**src/rtl/mbei_pkg.sv**
```systemverilog
// Shared types and constants for the Mandelbrot escape-time iterator.
`default_nettype none

package mbei_pkg;

   // Fixed-point word width of every z and c component (signed Q4.28).
   localparam int unsigned Q_W      = 32;
   localparam int unsigned PROD_W   = 2 * Q_W;
   localparam int unsigned RADIUS_W = 31;
   localparam int unsigned COUNT_W  = 16;
   localparam int unsigned CLASS_W  = 2;
   localparam int unsigned CSR_IDX_W = 2;

   // Classification codes carried on the final beat.
   localparam logic [CLASS_W-1:0] CLASS_ESCAPED    = 2'd0;
   localparam logic [CLASS_W-1:0] CLASS_UNRESOLVED = 2'd1;
   localparam logic [CLASS_W-1:0] CLASS_UNCERTAIN  = 2'd2;
   localparam logic [CLASS_W-1:0] CLASS_CANCELLED  = 2'd3;

   // Configuration register indexes.
   localparam logic [CSR_IDX_W-1:0] CSR_START_Z_REAL    = 2'd0;
   localparam logic [CSR_IDX_W-1:0] CSR_START_Z_IMAG    = 2'd1;
   localparam logic [CSR_IDX_W-1:0] CSR_ESCAPE_RADIUS   = 2'd2;
   localparam logic [CSR_IDX_W-1:0] CSR_ITERATION_BUDGET = 2'd3;

   // Reset values of the configuration registers.
   localparam logic [RADIUS_W-1:0] RADIUS_RESET = 31'd536870912;
   localparam logic [COUNT_W-1:0]  BUDGET_RESET = 16'd4;

   // One input beat: the point c and the cancel request.
   typedef struct packed {
      logic signed [Q_W-1:0] point_real;
      logic signed [Q_W-1:0] point_imag;
      logic                  cancel_flag;
   } req_type;

   // One result beat: a trace step or the final classification.
   typedef struct packed {
      logic [COUNT_W-1:0]    step_index;
      logic signed [Q_W-1:0] z_real_out;
      logic signed [Q_W-1:0] z_imag_out;
      logic [CLASS_W-1:0]    point_class;
      logic                  last;
   } rsp_type;

endpackage

`default_nettype wire

```
**src/rtl/mandelbrot_escape_iterator.sv**
```systemverilog
// Top level of the Mandelbrot escape-time iterator: sequencer, registers and result beat.
//
//   channel | direction | handshake           | payload
//   --------+-----------+---------------------+---------------------------------
//   req     | in        | req_valid/req_stall | req_type: c and cancel flag
//   rsp     | out       | rsp_valid/rsp_stall | rsp_type: step, z, class, last
//   csr     | in        | csr_we              | csr_index, csr_wdata (32 bits)
//
// Every iteration runs one cross product and two squares through the single shared multiplier.
// The block takes a new point only once the final beat of the previous one is registered.
// Reset is synchronous and active high; it clears the sequencer and the result valid.
// A stalled result beat holds the sequencer wherever it wants to emit the next beat.
`default_nettype none

module mandelbrot_escape_iterator
   import mbei_pkg::*;
#(
   parameter int unsigned TRACE_DEPTH = 16
)
(
   input  wire logic                  clock,
   input  wire logic                  reset,
   input  wire logic                  req_valid,
   output logic                       req_stall,
   input  wire req_type               req_data,
   output logic                       rsp_valid,
   input  wire logic                  rsp_stall,
   output rsp_type                    rsp_data,
   input  wire logic                  csr_we,
   input  wire logic [CSR_IDX_W-1:0]  csr_index,
   input  wire logic [Q_W-1:0]        csr_wdata
);

   localparam int unsigned KW = $clog2(TRACE_DEPTH + 1);

   typedef enum logic [3:0] {
      S_IDLE,
      S_START,
      S_LIMIT,
      S_SQR,
      S_SQI,
      S_CROSS,
      S_UPDATE,
      S_TRACE,
      S_CHECK,
      S_FINAL
   } state_type;

   // Configuration registers.
   logic signed [Q_W-1:0]    cfg_zr_ff;
   logic signed [Q_W-1:0]    cfg_zi_ff;
   logic [RADIUS_W-1:0]      cfg_radius_ff;
   logic [COUNT_W-1:0]       cfg_budget_ff;

   // Sequencer and working registers.
   state_type                state_ff, state_in;
   logic signed [Q_W-1:0]    cr_ff, cr_in;
   logic signed [Q_W-1:0]    ci_ff, ci_in;
   logic                     cancel_ff, cancel_in;
   logic signed [Q_W-1:0]    zr_ff, zr_in;
   logic signed [Q_W-1:0]    zi_ff, zi_in;
   logic signed [PROD_W-1:0] sr_ff, sr_in;
   logic signed [PROD_W-1:0] si_ff, si_in;
   logic [PROD_W-1:0]        limit_ff, limit_in;
   logic [COUNT_W-1:0]       count_ff, count_in;
   logic [KW-1:0]            trace_cnt_ff, trace_cnt_in;
   logic [CLASS_W-1:0]       class_ff, class_in;
   rsp_type                  rsp_ff, rsp_in;
   logic                     rsp_valid_ff, rsp_valid_in;

   // Shared multiplier controls.
   logic                     mul_en;
   logic signed [Q_W-1:0]    mul_a;
   logic signed [Q_W-1:0]    mul_b;
   logic signed [PROD_W-1:0] prod;

   // Update arithmetic.
   logic signed [PROD_W-1:0] diff;
   logic signed [Q_W+4:0]    nr;
   logic signed [Q_W+5:0]    ni;
   logic                     nr_ok;
   logic                     ni_ok;
   logic [PROD_W-1:0]        mag;
   logic                     slot_free;
   logic                     emit;

   // Configuration writes; the user must write these only while the block is idle, the block does not enforce it.
   always_ff @(posedge clock) begin
      if (reset) begin
         cfg_zr_ff     <= '0;
         cfg_zi_ff     <= '0;
         cfg_radius_ff <= RADIUS_RESET;
         cfg_budget_ff <= BUDGET_RESET;
      end else if (csr_we) begin
         case (csr_index)
            CSR_START_Z_REAL:     cfg_zr_ff     <= csr_wdata;
            CSR_START_Z_IMAG:     cfg_zi_ff     <= csr_wdata;
            CSR_ESCAPE_RADIUS:    cfg_radius_ff <= csr_wdata[RADIUS_W-1:0];
            CSR_ITERATION_BUDGET: cfg_budget_ff <= csr_wdata[COUNT_W-1:0];
            default: ;
         endcase
      end
   end

   // Operand selection for the shared multiplier.
   always_comb begin
      mul_en = 1'b0;
      mul_a  = zr_ff;
      mul_b  = zi_ff;
      case (state_ff)
         S_LIMIT: begin
            mul_en = 1'b1;
            mul_a  = $signed({1'b0, cfg_radius_ff});
            mul_b  = $signed({1'b0, cfg_radius_ff});
         end
         S_SQR: begin
            mul_en = 1'b1;
            mul_a  = zr_ff;
            mul_b  = zr_ff;
         end
         S_SQI: begin
            mul_en = 1'b1;
            mul_a  = zi_ff;
            mul_b  = zi_ff;
         end
         S_CROSS: begin
            mul_en = 1'b1;
            mul_a  = zr_ff;
            mul_b  = zi_ff;
         end
         default: ;
      endcase
   end

   mbei_mult u_mult (
      .clock  (clock),
      .enable (mul_en),
      .op_a   (mul_a),
      .op_b   (mul_b),
      .prod   (prod)
   );

   // New z: floor shifts are arithmetic shifts; the doubling of the cross term
   // is folded into the shorter shift. The high bits must all match the sign.
   assign diff  = sr_ff - si_ff;
   assign nr    = $signed({diff[PROD_W-1], diff[PROD_W-1:28]})
                + $signed({{5{cr_ff[Q_W-1]}}, cr_ff});
   assign ni    = $signed({prod[PROD_W-1], prod[PROD_W-1:27]})
                + $signed({{6{ci_ff[Q_W-1]}}, ci_ff});
   assign nr_ok = (nr[Q_W+4:Q_W-1] == '0) || (nr[Q_W+4:Q_W-1] == '1);
   assign ni_ok = (ni[Q_W+5:Q_W-1] == '0) || (ni[Q_W+5:Q_W-1] == '1);

   // Squared magnitude: both squares are nonnegative and stay at or below 2^63 in sum.
   assign mag = $unsigned(sr_ff) + $unsigned(prod);

   // The result register can take a beat when empty or being drained.
   assign slot_free = !rsp_valid_ff || !rsp_stall;

   // Sequencer next-state and working register updates.
   always_comb begin
      state_in     = state_ff;
      cr_in        = cr_ff;
      ci_in        = ci_ff;
      cancel_in    = cancel_ff;
      zr_in        = zr_ff;
      zi_in        = zi_ff;
      sr_in        = sr_ff;
      si_in        = si_ff;
      limit_in     = limit_ff;
      count_in     = count_ff;
      trace_cnt_in = trace_cnt_ff;
      class_in     = class_ff;
      rsp_in       = rsp_ff;
      emit         = 1'b0;

      case (state_ff)
         S_IDLE: begin
            if (req_valid) begin
               cr_in        = req_data.point_real;
               ci_in        = req_data.point_imag;
               cancel_in    = req_data.cancel_flag;
               zr_in        = cfg_zr_ff;
               zi_in        = cfg_zi_ff;
               count_in     = '0;
               trace_cnt_in = '0;
               state_in     = S_START;
            end
         end

         // The starting z always goes out as trace step zero.
         S_START: begin
            if (slot_free) begin
               emit         = 1'b1;
               rsp_in       = '{step_index: '0, z_real_out: zr_ff, z_imag_out: zi_ff,
                                point_class: CLASS_ESCAPED, last: 1'b0};
               trace_cnt_in = KW'(1);
               if (cfg_budget_ff == '0) begin
                  class_in = CLASS_UNRESOLVED;
                  state_in = S_FINAL;
               end else if (cancel_ff) begin
                  class_in = CLASS_CANCELLED;
                  zr_in    = '0;
                  zi_in    = '0;
                  state_in = S_FINAL;
               end else begin
                  state_in = S_LIMIT;
               end
            end
         end

         S_LIMIT: begin
            state_in = S_SQR;
         end

         // On the first pass the product register holds the squared radius.
         S_SQR: begin
            if (count_ff == '0) begin
               limit_in = $unsigned(prod);
            end
            state_in = S_SQI;
         end

         S_SQI: begin
            sr_in    = prod;
            state_in = (count_ff == '0) ? S_CROSS : S_CHECK;
         end

         // Strict escape test, then the budget.
         S_CHECK: begin
            if (mag > limit_ff) begin
               class_in = CLASS_ESCAPED;
               state_in = S_FINAL;
            end else if (count_ff == cfg_budget_ff) begin
               class_in = CLASS_UNRESOLVED;
               state_in = S_FINAL;
            end else begin
               state_in = S_CROSS;
            end
         end

         S_CROSS: begin
            si_in    = prod;
            state_in = S_UPDATE;
         end

         S_UPDATE: begin
            if (!nr_ok || !ni_ok) begin
               class_in = CLASS_UNCERTAIN;
               zr_in    = '0;
               zi_in    = '0;
               state_in = S_FINAL;
            end else begin
               zr_in    = nr[Q_W-1:0];
               zi_in    = ni[Q_W-1:0];
               count_in = COUNT_W'(count_ff + 1'b1);
               state_in = (trace_cnt_ff < KW'(TRACE_DEPTH)) ? S_TRACE : S_SQR;
            end
         end

         S_TRACE: begin
            if (slot_free) begin
               emit         = 1'b1;
               rsp_in       = '{step_index: count_ff, z_real_out: zr_ff, z_imag_out: zi_ff,
                                point_class: CLASS_ESCAPED, last: 1'b0};
               trace_cnt_in = KW'(trace_cnt_ff + 1'b1);
               state_in     = S_SQR;
            end
         end

         S_FINAL: begin
            if (slot_free) begin
               emit     = 1'b1;
               rsp_in   = '{step_index: count_ff, z_real_out: zr_ff, z_imag_out: zi_ff,
                            point_class: class_ff, last: 1'b1};
               state_in = S_IDLE;
            end
         end

         default: begin
            state_in = S_IDLE;
         end
      endcase

      rsp_valid_in = emit ? 1'b1 : (rsp_valid_ff && rsp_stall);
   end

   // State, working registers and the result beat.
   always_ff @(posedge clock) begin
      if (reset) begin
         state_ff     <= S_IDLE;
         rsp_valid_ff <= 1'b0;
         trace_cnt_ff <= '0;
         count_ff     <= '0;
      end else begin
         state_ff     <= state_in;
         rsp_valid_ff <= rsp_valid_in;
         trace_cnt_ff <= trace_cnt_in;
         count_ff     <= count_in;
      end
      cr_ff     <= cr_in;
      ci_ff     <= ci_in;
      cancel_ff <= cancel_in;
      zr_ff     <= zr_in;
      zi_ff     <= zi_in;
      sr_ff     <= sr_in;
      si_ff     <= si_in;
      limit_ff  <= limit_in;
      class_ff  <= class_in;
      rsp_ff    <= rsp_in;
   end

   assign req_stall = (state_ff != S_IDLE);
   assign rsp_valid = rsp_valid_ff;
   assign rsp_data  = rsp_ff;

   // An accepted point always starts with its step-zero trace beat.
   assert property (@(posedge clock) disable iff (reset)
      (req_valid && !req_stall) |=> (state_ff == S_START))
      else $error("accepted point did not enter the start state");

   // Once the final beat is loaded the sequencer is back to idle.
   assert property (@(posedge clock) disable iff (reset)
      (state_ff == S_FINAL && slot_free) |=> (state_ff == S_IDLE && rsp_valid && rsp_data.last))
      else $error("final beat not followed by idle");

   // The trace count never passes the trace depth.
   assert property (@(posedge clock) disable iff (reset)
      (trace_cnt_ff <= KW'(TRACE_DEPTH)))
      else $error("trace count beyond trace depth");

   // Trace beats carry no classification.
   assert property (@(posedge clock) disable iff (reset)
      (rsp_valid && !rsp_data.last) |-> (rsp_data.point_class == CLASS_ESCAPED))
      else $error("trace beat with nonzero class");

   // The multiplier runs only in the states that feed it.
   assert property (@(posedge clock) disable iff (reset)
      mul_en |-> (state_ff == S_LIMIT || state_ff == S_SQR || state_ff == S_SQI
                  || state_ff == S_CROSS))
      else $error("multiplier enabled outside its states");

endmodule

`default_nettype wire

```
**src/rtl/mbei_mult.sv**
```systemverilog
// Shared signed 32x32 multiplier with a registered product.
`default_nettype none

module mbei_mult
   import mbei_pkg::*;
(
   input  wire logic                     clock,
   input  wire logic                     enable,
   input  wire logic signed [Q_W-1:0]    op_a,
   input  wire logic signed [Q_W-1:0]    op_b,
   output logic signed [PROD_W-1:0]      prod
);

   logic signed [PROD_W-1:0] prod_ff;
   logic signed [PROD_W-1:0] prod_in;

   // Full-precision product; the register holds it until the next enabled cycle.
   assign prod_in = op_a * op_b;

   always_ff @(posedge clock) begin
      if (enable) begin
         prod_ff <= prod_in;
      end
   end

   assign prod = prod_ff;

endmodule

`default_nettype wire

```
**config.mk**
```make
export PLATFORM = sky130hd
export DESIGN_NAME = mandelbrot_escape_iterator
export DESIGN_NICKNAME = d
export VERILOG_FILES = /design/src/rtl/mbei_pkg.sv /design/src/rtl/mandelbrot_escape_iterator.sv /design/src/rtl/mbei_mult.sv
export SDC_FILE = /design/constraint.sdc
export NUM_CORES = 2
export LEC_CHECK = 0
export BUFFER_PORTS_ARGS = -buffer_cell sky130_fd_sc_hd__buf_2
export CORE_MARGIN = 2
export CORE_UTILIZATION = 60
export DETAILED_ROUTE_END_ITERATION = 12
export PLACE_DENSITY = 0.75
export SLEW_MARGIN = 25
export SYNTH_ARGS = -nofsm -noshare
export SYNTH_HDL_FRONTEND = slang
export SYNTH_SLANG_ARGS = --single-unit
```
**constraint.sdc**
```tcl
create_clock -name clock -period 29.8 [get_ports clock]
set_clock_uncertainty 0.1 [all_clocks]
set_input_delay 1.49 -clock clock [delete_from_list [all_inputs] [get_ports clock]]
set_output_delay 1.49 -clock clock [all_outputs]
set_load 0.005 [all_outputs]
```
==> metrics <==
Routability Congestion 1.01; clk sink count 607; post-synthesis cell type count 80; fin crit share 41.0%; Antenna Nets Post-Route 0; WL per Instance 25.7 um; Worst Setup Path Type reg -> reg; DP Wirelength 174 mm; # IOs 189; htree depth 3; CTS Buffer Depth 3; ys flop type edfxtp_1; TritonRoute pass-1 iters 8; hold crit path type reg -> reg; Arrival @ worst endpoint 12.51 ns; FF/Latch Area 16900 um2; final hold violation count 0; Worst-path clk slew 0.06 ns; violation count after the first detailed-route iteration 6132; number of buffers created by CTS 68; syn_area_per_cell 9.66 um2; area growth from synthesis to layout 7.36%; Worst Setup Start Kind register; slowest CP cell a2111oi_0; Post-CTS Hold Buffers 0; Hold Path Cell Cnt 2; CP Max Fanout 53; GRT Total Usage 38.7%; initial antenna violation count 14; CTS Root Cell clkbuf_16; core box area 112000 um2; RSZ-0062 raised after global routing false; Setup Fix Bufs, Post-CTS 0; first-pass GRT wire length 330 mm; Avg Vias per Cell 6.13; Gate Count Post-Synth 7002; element type at the critical path end register; Filler cells 9126; Synth top cells by count 1140 x inv_1, 1085 x fa_1, 957 x nand2_1; largest cells by area after synthesis fa_1 32%, edfxtp_1 21%, ha_1 8.3%; CP required 30.10 ns; multi-input logic area 45600 um2; vias in the first global route 53200; count leader, synth inv_1; synthesized cell area 67600 um2; Min Clock Period, post-route 12.21 ns; Seq/Total Area, Yosys 24.9%; full die area 115000 um2; largest net degree at the start of global routing 87; final wirelength 222 mm; fin. max-slew vios 0; Remaining DRCs 0; post-cts resize count 0; async set-reset flop share out of synthesis 0%; Synth top area share 32.1%; status finished clean; share of cells above drive strength 1 6.58%; Worst R2R Path Depth 34; final setup fails 0; Starting Density 60.3%; GRT overflow 0; Critical Path Max Stage Delay 0.93 ns; yosys warns 0; Die W 340 um; Fmax achieved 0.0819 GHz; net count reported at finish 8710; Die Y 340 um; Yosys top cell by area fa_1; Post-synth EDFFs 470; CTS tree done; Least-Margin Pin Slew 1.16 ns; Seq cells post-synth 607; FP Rows 123; CP most frequent cell fa_1; Relative slew margins 22.7%; syn nets 8640; DR vias 53000; number of port buffers 188; worst skew pair latency 0.68 ns; Setup TNS 0 ns; Max-Cap Viols 0
## registers in the layout (all words and copies together), names as in the netlist
name,count
rsp_data,83
limit_ff,64
si_ff,64
sr_ff,64
u_mult.prod,64
cfg_zi_ff,32
cfg_zr_ff,32
ci_ff,32
cr_ff,32
zi_ff,32
zr_ff,32
cfg_radius_ff,31
cfg_budget_ff,16
count_ff,16
trace_cnt_ff,5
state_ff,4
class_ff,2
cancel_ff,1
rsp_valid,1
## stage by stage
stage | util [%] | setup slack, ns | hold WS, ns | cells | cell area [um2]
global route | 64.7 | 17.19 | 0.373 | 8627 | 72600
floorplan | - | 18.31 | 0.337 | 7002 | 67600
finish | 64.7 | 17.59 | 0.357 | 8636 | 72600
CTS | 64.7 | 17.71 | 0.355 | 8625 | 72600
detailed placement | 62.6 | 17.75 | 0.347 | 8502 | 70300
global placement | 62.6 | 18.12 | 0.342 | 8502 | 70300
## path summary, 6_finish.rpt
kind / to / slack (ns) / start
worst max-delay path: u_mult.prod[63] / 17.59 / state_ff[2]
worst min-delay path: cfg_zi_ff[24] / 0.36 / cfg_zi_ff[24]
worst max register to register: u_mult.prod[63] / 17.59 / state_ff[2]
worst min register to register: cfg_zi_ff[24] / 0.36 / cfg_zi_ff[24]
## cell type report
cell class,count,area share (%)
clock inverter,37,0.665
timing repair buffer,290,2.35
clock buffer,86,2.47
inverter,1141,5.90
multi-input combinational,4964,62.8
tap,1500,2.59
sequential,607,23.2
antenna,11,0.0379
## worst max-delay path, delay by kind of cell, from the launching register on
kind / cells / cell delay [ns]
xor+xnor: 1 / 0.12
compound gates: 10 / 3.17
fa+ha+maj: 9 / 4.32
flops: 1 / 0.46
buf+inv: 6 / 1.96
simple gates: 8 / 1.70
## layout by cell type (no fill, tap or decap), drive strengths merged, types with 148 or more instances in the layout
cell type and instances:
inv 1142, fa 1085, nand2 958, xnor2 148
buf 290, a21o 200, ha 449, o21ai 217
edfxtp 470, a21oi 384, nor2 692
## layer usage
layer,track usage [%],wire [um],up-vias
met4,21.2,14500,6
met2,57.8,96600,3252
li1,-,-,22600
met1,52.2,84000,26300
met3,9.88,27200,799
met5,0,41,-
## cells by family (layout without fill, tap and decap cells)
family                     after synthesis  in the layout  synth area share (%)
AOI/OAI and AO/OA                     1086           1086                  10.0
adders and majority gates             1534           1534                  40.4
DFF                                    607            607                  24.9
xor gates and xnor gates               246            246                  3.19
other                                    0             11                     0
buffers and inverters                 1431           1554                  7.95
muxes                                   33             33                 0.489
and+or+nand+nor                       2065           2065                  13.0
Power is left out: the tool's default activity adds up to more than one toggle a clock period on the data nets, which glitch-free logic cannot reach.
